## src/hdl/radix_string_to_int128_assert.svh

```systemverilog
// assertion macros for the radix string parser
// used by modules with an aclk clock and an aresetn active-low reset in scope
`ifndef RADIX_STRING_TO_INT128_ASSERT_SVH
`define RADIX_STRING_TO_INT128_ASSERT_SVH
`ifndef SYNTHESIS
`define RSI_ASSERT_ALWAYS(label, expr) \
    label: assert property (@(posedge aclk) disable iff (!aresetn) (expr)) \
        else $error("radix_string_to_int128: invariant violated");
`define RSI_ASSERT_IMPLIES(label, ante, cons) \
    label: assert property (@(posedge aclk) disable iff (!aresetn) (ante) |-> (cons)) \
        else $error("radix_string_to_int128: implication violated");
`else
`define RSI_ASSERT_ALWAYS(label, expr)
`define RSI_ASSERT_IMPLIES(label, ante, cons)
`endif
`endif

```

## src/hdl/rsi_pkg.sv

```systemverilog
// shared types, constants and helpers for the radix string parser
// no dependencies
package rsi_pkg;

    localparam int ACC_W       = 128;
    localparam int HALF_W      = 64;
    localparam int DIGIT_W     = 5;
    localparam int RADIX_W     = 5;
    localparam int CHAR_W      = 8;
    localparam int COUNT_W     = 10;
    localparam int QUEUE_DEPTH = 2;

    localparam logic [COUNT_W-1:0] MAX_DIGITS  = 10'd512;
    localparam logic [RADIX_W-1:0] RADIX_RESET = 5'd10;
    localparam logic [RADIX_W-1:0] RADIX_MIN   = 5'd2;
    localparam logic [RADIX_W-1:0] RADIX_MAX   = 5'd16;
    localparam logic [DIGIT_W-1:0] DIGIT_BAD   = 5'd16;

    localparam logic [CHAR_W-1:0] CHAR_MINUS = 8'h2D;
    localparam logic [CHAR_W-1:0] CHAR_PLUS  = 8'h2B;
    localparam logic [CHAR_W-1:0] CHAR_0     = 8'h30;
    localparam logic [CHAR_W-1:0] CHAR_9     = 8'h39;
    localparam logic [CHAR_W-1:0] CHAR_LA    = 8'h61;
    localparam logic [CHAR_W-1:0] CHAR_LF    = 8'h66;
    localparam logic [CHAR_W-1:0] CHAR_UA    = 8'h41;
    localparam logic [CHAR_W-1:0] CHAR_UF    = 8'h46;

    typedef struct packed {
        logic                is_end;
        logic                is_sign;
        logic                is_minus;
        logic [DIGIT_W-1:0]  digit;
    } item_t;

    typedef struct packed {
        logic  valid;
        item_t item;
    } push_t;

    typedef struct packed {
        logic  valid;
        item_t item;
    } head_t;

    function automatic logic [DIGIT_W-1:0] hex_value(input logic [CHAR_W-1:0] c);
        logic [CHAR_W-1:0] v;
        v = {3'b000, DIGIT_BAD};
        if (c >= CHAR_0 && c <= CHAR_9) begin
            v = c - CHAR_0;
        end else if (c >= CHAR_LA && c <= CHAR_LF) begin
            v = c - CHAR_LA + 8'd10;
        end else if (c >= CHAR_UA && c <= CHAR_UF) begin
            v = c - CHAR_UA + 8'd10;
        end
        return v[DIGIT_W-1:0];
    endfunction

    function automatic logic radix_valid(input logic [RADIX_W-1:0] r);
        return (r >= RADIX_MIN) && (r <= RADIX_MAX);
    endfunction

endpackage

```

## src/hdl/rsi_front.sv

```systemverilog
// front end: accepts characters and end markers and classifies them
// depends on rsi_pkg
module rsi_front (
    input  logic                        s_valid,
    output logic                        s_ready,
    input  logic [rsi_pkg::CHAR_W-1:0]  s_character,
    input  logic                        s_end_marker,
    input  logic                        q_full,
    output rsi_pkg::push_t              push
);
    import rsi_pkg::*;

    assign s_ready = !q_full;

    always_comb begin
        push.valid         = s_valid && !q_full;
        push.item.is_end   = s_end_marker;
        push.item.is_sign  = (s_character == CHAR_MINUS) || (s_character == CHAR_PLUS);
        push.item.is_minus = (s_character == CHAR_MINUS);
        push.item.digit    = hex_value(s_character);
    end

endmodule

```

## src/hdl/rsi_queue.sv

```systemverilog
// short queue of classified items between front and back end
// depends on rsi_pkg and the assertion macro header
`include "radix_string_to_int128_assert.svh"
module rsi_queue (
    input  logic            aclk,
    input  logic            aresetn,
    input  rsi_pkg::push_t  push,
    output logic            q_full,
    output rsi_pkg::head_t  head,
    input  logic            pop
);
    import rsi_pkg::*;

    localparam int PTR_W = (QUEUE_DEPTH > 1) ? $clog2(QUEUE_DEPTH) : 1;
    localparam int CNT_W = $clog2(QUEUE_DEPTH + 1);

    item_t            mem_reg [QUEUE_DEPTH];
    logic [PTR_W-1:0] wr_ptr_reg, wr_ptr_next;
    logic [PTR_W-1:0] rd_ptr_reg, rd_ptr_next;
    logic [CNT_W-1:0] count_reg, count_next;
    logic             do_push, do_pop;

    assign q_full     = (count_reg == CNT_W'(QUEUE_DEPTH));
    assign head.valid = (count_reg != '0);
    assign head.item  = mem_reg[rd_ptr_reg];
    assign do_push    = push.valid && !q_full;
    assign do_pop     = pop && head.valid;

    always_comb begin
        wr_ptr_next = wr_ptr_reg;
        rd_ptr_next = rd_ptr_reg;
        count_next  = count_reg;
        if (do_push) begin
            wr_ptr_next = (wr_ptr_reg == PTR_W'(QUEUE_DEPTH - 1)) ? '0 : wr_ptr_reg + 1'b1;
        end
        if (do_pop) begin
            rd_ptr_next = (rd_ptr_reg == PTR_W'(QUEUE_DEPTH - 1)) ? '0 : rd_ptr_reg + 1'b1;
        end
        if (do_push && !do_pop) begin
            count_next = count_reg + 1'b1;
        end else if (do_pop && !do_push) begin
            count_next = count_reg - 1'b1;
        end
    end

    always_ff @(posedge aclk) begin
        if (!aresetn) begin
            wr_ptr_reg <= '0;
            rd_ptr_reg <= '0;
            count_reg  <= '0;
        end else begin
            wr_ptr_reg <= wr_ptr_next;
            rd_ptr_reg <= rd_ptr_next;
            count_reg  <= count_next;
        end
    end

    always_ff @(posedge aclk) begin
        if (do_push) begin
            mem_reg[wr_ptr_reg] <= push.item;
        end
    end

    `RSI_ASSERT_ALWAYS(a_count_bound, count_reg <= CNT_W'(QUEUE_DEPTH))
    `RSI_ASSERT_IMPLIES(a_pop_not_empty, pop, count_reg != '0)
    `RSI_ASSERT_IMPLIES(a_full_blocks_push, q_full, !do_push)

endmodule

```

## src/hdl/rsi_back.sv

```systemverilog
// back end: per-string state, 128-bit multiply-add and result register
// depends on rsi_pkg and the assertion macro header
`include "radix_string_to_int128_assert.svh"
module rsi_back (
    input  logic                         aclk,
    input  logic                         aresetn,
    input  logic [rsi_pkg::RADIX_W-1:0]  radix,
    input  rsi_pkg::head_t               head,
    output logic                         pop,
    output logic                         m_valid,
    input  logic                         m_ready,
    output logic                         m_ok,
    output logic                         m_is_negative,
    output logic [rsi_pkg::HALF_W-1:0]   m_magnitude_low,
    output logic [rsi_pkg::HALF_W-1:0]   m_magnitude_high
);
    import rsi_pkg::*;

    localparam int PROD_W = ACC_W + RADIX_W;

    logic [ACC_W-1:0]   acc_reg, acc_next;
    logic               neg_reg, neg_next;
    logic [COUNT_W-1:0] digit_total_reg, digit_total_next;
    logic               failed_reg, failed_next;
    logic               first_reg, first_next;
    logic               m_valid_reg, m_valid_next;
    logic               m_ok_reg, m_neg_reg;
    logic [ACC_W-1:0]   m_mag_reg;
    logic [PROD_W-1:0]  prod;
    logic               rad_ok, good, take_end;

    assign rad_ok   = radix_valid(radix);
    assign pop      = head.valid && (!head.item.is_end || !m_valid_reg || m_ready);
    assign take_end = pop && head.item.is_end;
    assign good     = !failed_reg && rad_ok && (digit_total_reg != '0);
    assign prod     = {{RADIX_W{1'b0}}, acc_reg} * {{ACC_W{1'b0}}, radix}
                    + {{ACC_W{1'b0}}, head.item.digit};

    always_comb begin
        acc_next         = acc_reg;
        neg_next         = neg_reg;
        digit_total_next = digit_total_reg;
        failed_next      = failed_reg;
        first_next       = first_reg;
        if (take_end) begin
            acc_next         = '0;
            neg_next         = 1'b0;
            digit_total_next = '0;
            failed_next      = 1'b0;
            first_next       = 1'b1;
        end else if (pop) begin
            first_next = 1'b0;
            if (failed_reg) begin
                failed_next = 1'b1;
            end else if (!rad_ok) begin
                failed_next = 1'b1;
            end else if (first_reg && head.item.is_sign) begin
                neg_next = head.item.is_minus;
            end else if (digit_total_reg >= MAX_DIGITS) begin
                failed_next = 1'b1;
            end else begin
                digit_total_next = digit_total_reg + 1'b1;
                if (head.item.digit >= radix) begin
                    failed_next = 1'b1;
                end else if (prod[PROD_W-1:ACC_W] != '0) begin
                    failed_next = 1'b1;
                end else begin
                    acc_next = prod[ACC_W-1:0];
                end
            end
        end
    end

    always_comb begin
        m_valid_next = m_valid_reg;
        if (m_valid_reg && m_ready) begin
            m_valid_next = 1'b0;
        end
        if (take_end) begin
            m_valid_next = 1'b1;
        end
    end

    always_ff @(posedge aclk) begin
        if (!aresetn) begin
            acc_reg         <= '0;
            neg_reg         <= 1'b0;
            digit_total_reg <= '0;
            failed_reg      <= 1'b0;
            first_reg       <= 1'b1;
            m_valid_reg     <= 1'b0;
        end else begin
            acc_reg         <= acc_next;
            neg_reg         <= neg_next;
            digit_total_reg <= digit_total_next;
            failed_reg      <= failed_next;
            first_reg       <= first_next;
            m_valid_reg     <= m_valid_next;
        end
    end

    always_ff @(posedge aclk) begin
        if (take_end) begin
            m_ok_reg  <= good;
            m_neg_reg <= good && neg_reg;
            m_mag_reg <= good ? acc_reg : '0;
        end
    end

    assign m_valid          = m_valid_reg;
    assign m_ok             = m_ok_reg;
    assign m_is_negative    = m_neg_reg;
    assign m_magnitude_low  = m_mag_reg[HALF_W-1:0];
    assign m_magnitude_high = m_mag_reg[ACC_W-1:HALF_W];

    `RSI_ASSERT_ALWAYS(a_digit_limit, digit_total_reg <= MAX_DIGITS)
    `RSI_ASSERT_IMPLIES(a_no_end_while_stalled, m_valid_reg && !m_ready, !take_end)
    `RSI_ASSERT_IMPLIES(a_fail_zeroes, m_valid_reg && !m_ok_reg, !m_neg_reg && m_mag_reg == '0)

endmodule

```

## src/hdl/radix_string_to_int128.sv

```systemverilog
// top level of the streaming radix numeral parser
// depends on rsi_pkg, rsi_front, rsi_queue and rsi_back
//
// usage:
//   input channel s_*: one item per character (s_character) or an end marker
//   (s_end_marker high, s_character ignored). an optional leading '-' or '+'
//   sets the sign, later characters are hex digits below the radix.
//   result channel m_*: one item per end marker with m_ok, m_is_negative and
//   the 128-bit magnitude split into m_magnitude_low and m_magnitude_high;
//   on failure all value fields are zero.
//   cfg_wen / cfg_wdata write the radix (reset 10); write only while idle.
// timing:
//   one item per cycle sustained unless m_ready stalls a result. a two-entry
//   queue sits between classification and accumulation; the back end does
//   the 128-bit multiply-add combinationally and registers each result.
// reset: synchronous, active low; clears the string state, empties the queue
//   and drops m_valid. when m_ready stays low, characters keep flowing until
//   the next end marker reaches the back end, then the queue fills and
//   s_ready falls.
module radix_string_to_int128 (
    input  logic                         aclk,
    input  logic                         aresetn,
    input  logic                         cfg_wen,
    input  logic [rsi_pkg::RADIX_W-1:0]  cfg_wdata,
    input  logic                         s_valid,
    output logic                         s_ready,
    input  logic [rsi_pkg::CHAR_W-1:0]   s_character,
    input  logic                         s_end_marker,
    output logic                         m_valid,
    input  logic                         m_ready,
    output logic                         m_ok,
    output logic                         m_is_negative,
    output logic [rsi_pkg::HALF_W-1:0]   m_magnitude_low,
    output logic [rsi_pkg::HALF_W-1:0]   m_magnitude_high
);
    import rsi_pkg::*;

    logic [RADIX_W-1:0] radix_reg;
    logic               q_full;
    logic               pop;
    push_t              push;
    head_t              head;

    always_ff @(posedge aclk) begin
        if (!aresetn) begin
            radix_reg <= RADIX_RESET;
        end else if (cfg_wen) begin
            radix_reg <= cfg_wdata;
        end
    end

    rsi_front u_front (
        .s_valid      (s_valid),
        .s_ready      (s_ready),
        .s_character  (s_character),
        .s_end_marker (s_end_marker),
        .q_full       (q_full),
        .push         (push)
    );

    rsi_queue u_queue (
        .aclk    (aclk),
        .aresetn (aresetn),
        .push    (push),
        .q_full  (q_full),
        .head    (head),
        .pop     (pop)
    );

    rsi_back u_back (
        .aclk             (aclk),
        .aresetn          (aresetn),
        .radix            (radix_reg),
        .head             (head),
        .pop              (pop),
        .m_valid          (m_valid),
        .m_ready          (m_ready),
        .m_ok             (m_ok),
        .m_is_negative    (m_is_negative),
        .m_magnitude_low  (m_magnitude_low),
        .m_magnitude_high (m_magnitude_high)
    );

endmodule
```

## config.mk

```make
export PLATFORM = sky130hd
export DESIGN_NAME = radix_string_to_int128
export DESIGN_NICKNAME = d
export VERILOG_FILES = /design/src/hdl/rsi_pkg.sv /design/src/hdl/rsi_front.sv /design/src/hdl/rsi_queue.sv /design/src/hdl/rsi_back.sv /design/src/hdl/radix_string_to_int128.sv
export VERILOG_INCLUDE_DIRS = /design/src /design/src/hdl
export SDC_FILE = /design/constraint.sdc
export NUM_CORES = 2
export LEC_CHECK = 0
export ABC_CLOCK_PERIOD_IN_PS = 5300
export BUFFER_PORTS_ARGS = -buffer_cell sky130_fd_sc_hd__buf_4
export CAP_MARGIN = 0
export CORE_MARGIN = 3
export CORE_UTILIZATION = 41
export DETAILED_ROUTE_END_ITERATION = 6
export SETUP_SLACK_MARGIN = 0.5
export SLEW_MARGIN = 20
export SYNTH_ARGS = -nofsm -noshare
export SYNTH_HDL_FRONTEND = slang
export SYNTH_HIERARCHICAL = 1
export SYNTH_SLANG_ARGS = --single-unit
```

## constraint.sdc

```tcl
create_clock -name aclk -period 5.3 [get_ports aclk]
set_clock_uncertainty 0.1 [all_clocks]
set_input_delay 0.53 -clock aclk [delete_from_list [all_inputs] [get_ports aclk]]
set_output_delay 0.53 -clock aclk [all_outputs]
set_load 0.005 [all_outputs]
```

==> results.md <==
- Outcome: finished with violations
- Violated checks: setup timing
- Hold depth: 3
- Drt first-iter violations: 2281
- Clk_lat worst skew: 0.64 ns
- Die area: 0.0954 mm²
- Area taken by multi-input logic gates: 0.0282 mm²
- Final Worst Setup Slack: -0.633 ns
- Fin. Hold Viols: 0
- Setup TNS: -70.00 ns
- Critical path startpoint category: flop
- Pwr/cell area: 171 mW/mm²
- DRT Pass-1 Iters: 7
- Reg area: 0.00745 mm²
- Worst hold endpoint: radix_reg[1]
- ANT nets after route: 0
- Crit Reg-Reg Endpoint: u_back/acc_reg[37]
- Initial antenna violation count: 3
- Worst slew pin tran: 0.947 ns
- R2r setup slk: -0.63 ns
- # placed instances: 6486
- Seq/Total Area, Yosys: 19.7%
- Worst r2r src: radix_reg[3]
- Layout cell share with drive strength beyond 1: 29.6%
- Root buf cell: clkbuf_16
- Wire length per cell: 18.6 µm
- Mapped Cells: 4434
- Count of pins over their slew limit: 0
- LEAKAGE: 23.7 nW
- Via count of the first global-routing pass: 34900
- Initial core utilization: 41.6%
- Synthesized area: 0.0376 mm²
- Input/output buffers: 150
- Final min period: 5.93 ns
- Max frequency: 0.169 GHz
- Core area: 0.0904 mm²
- Total number of vias: 34200
- Largest net degree at the start of global routing: 76
- DRT Wirelength: 123 mm
- Final Power: 8.72 mW
- RSZ-0062 raised after global routing: true
- Layout overhead on the synthesized area: 35.5%
- Hold Startpoint: cfg_wdata[1]
- Max H-tree Level: 2
- Std cell rows: 110
- MaxCap Viol Count: 0
- DP Wirelength: 94.5 mm
- DR vias/cell: 5.16
- Netlist cell types: 96
- Async SR Flop Fraction: 0%
- Hold Crit Class: input pin to flop
- Warnings, synthesis: 6
- Fill cells: 8206
- CP required: 5.75 ns
- Die Y: 309 µm
- Number of synthesized flops with an enable pin: 146
- DRC: 0
- Total grt overflow: 0
- R2R depth: 26
- Final setup vio count: 129
- Io pins: 151
- Synth Net Count: 5111
- Clock buffer depth: 3
- Synthesized area per cell: 8.48 µm²
- Peak supply drop: 0.385 mV
- Routability cong.: 0.950
- Total global-route track usage: 25.3%
- Worst slew margin: 36.8%
- Final period util: 112%
- TritonCTS clock tree: done
- Die X: 309 µm
- Type of the worst setup path: flop to flop
- First-pass GRT wire length: 192 mm
- CTS clk-pin slew, worst paths: 0.06 ns
- Final #Nets: 6096
- Worst EP arrival: 6.39 ns
- Critical path fanouts, max: 12
- Final cell count without fillers: 6631
- #FFs+latches synth: 298
- Top_reg_cell synth: dfxtp_1
- CTS buffer count: 43
- Clk sinks: 298
- Critical path endpoint category: flop
how the worst max path moves through the flow:
stage	from	to	depth (start not counted)
floorplan	radix_reg[4]	u_back/acc_reg[109]	24
global placement	radix_reg[3]	u_back/acc_reg[57]	23
detailed placement	radix_reg[4]	u_back/acc_reg[37]	24
CTS	radix_reg[3]	u_back/acc_reg[12]	24
global route	radix_reg[3]	u_back/acc_reg[9]	26
finish	radix_reg[3]	u_back/acc_reg[37]	26
final cells by class:
type / instances / area share (%)
Inverter: 697 / 5.15
Tap cell: 1176 / 2.89
Clock buffer: 54 / 2.29
Clock inverter: 26 / 0.481
Sequential cell: 298 / 14.6
Antenna cell: 1 / 0.00491
Multi-Input combinational cell: 3205 / 55.4
Timing Repair Buffer: 1174 / 19.2
synth_stat cells, drive strengths merged (108+ instances only):
cell / number / area [µm²]
ha: 275 / 3440
nand2: 412 / 1550
o21ai: 140 / 704
dfxtp: 152 / 3040
and2: 695 / 4350
edfxtp: 146 / 4380
mux2i: 108 / 1080
a21oi: 219 / 1100
inv: 696 / 2610
fa: 383 / 7670
nor2: 224 / 848
clkbuf: 147 / 557
through the flow:
| step | worst slack [ns] | hold WS [ns] | cell area [µm²] | utilization (%) |
|---|---|---|---|---|
| global route | -0.841 | 0.0559 | 50900 | 56.3 |
| CTS | -0.630 | 0.0301 | 49000 | 54.2 |
| global placement | -0.692 | 0.359 | 46800 | 51.8 |
| finish | -0.633 | 0.0583 | 50900 | 56.3 |
| floorplan | -0.0930 | 0.332 | 37900 | - |
| detailed placement | -0.811 | 0.365 | 46800 | 51.8 |
worst max-delay path, stage by stage (launching register included):
cell and delay, ns:
dfxtp_4 0.35, buf_12 0.15, buf_12 0.14, clkbuf_16 0.16, and2_4 0.16, fa_1 0.52, inv_2 0.04, fa_1 0.49
fa_1 0.62, inv_2 0.06, ha_4 0.27, nand4_1 0.18, nor4_2 0.32, buf_4 0.19, nand2_4 0.06, nor4_4 0.25
a21bo_2 0.29, a21oi_4 0.22, o21ai_2 0.08, a21boi_2 0.14, buf_4 0.15, o21ai_4 0.08, nor2_4 0.14, buf_12 0.17
buf_12 0.15, buf_16 0.16, mux2i_1 0.22
layout by cell type (no fill, tap or decap), types with 41 or more instances in the layout:
cell type  instances
nand2_1          399
and2_1           679
xnor2_1           53
xor2_1            59
buf_4           1094
dfxtp_1          147
fa_1             375
mux2i_1          108
a21o_1            73
o21ai_0           91
a21oi_1          162
edfxtp_1         146
nor2_1           191
ha_4              41
clkbuf_16         56
inv_1            690
a21oi_2           54
nand4_1           99
ha_1             218
kinds of logic (layout without fill, tap and decap cells):
group	count (synthesis)	in the layout	synth area share, %
AO/OA/AOI/OAI	690	690	11.9
adder cells (fa/ha/maj)	658	658	29.5
other	0	1	0
flip-flops	298	298	19.7
buffers and inverters	931	1951	10.0
XOR/XNOR	113	113	2.63
AND/OR/NAND/NOR	1624	1624	22.9
multiplexers	120	120	3.23
what timing repair did:
item	in CTS	in global routing
gates resized for setup	99	302
endpoints found under the hold margin	2	0
hold buffers	1	0
gates cloned	5	13
buffers inserted	14	31
setup endpoints to repair	129	129
pin swaps	32	37
layer usage:
layer  part of all wire (%)  routed length [µm]  vias up  track usage (%)
li1                       -                   -    16400                -
met1                     45               55400    16800             34.6
met2                     47               57500      887             42.4
met3                    5.3                6540      188             2.64
met4                    3.2                3990        0             8.00
met5                      0                   0        -                0
power by group:
group	switching [mW]	total (mW)	internal [mW]
Sequential	0.142	3.01	2.87
Combinational	1.57	2.74	1.17
Clock	1.25	2.97	1.72
Total	2.96	8.72	5.75
Power figures use the tool's default switching activity.
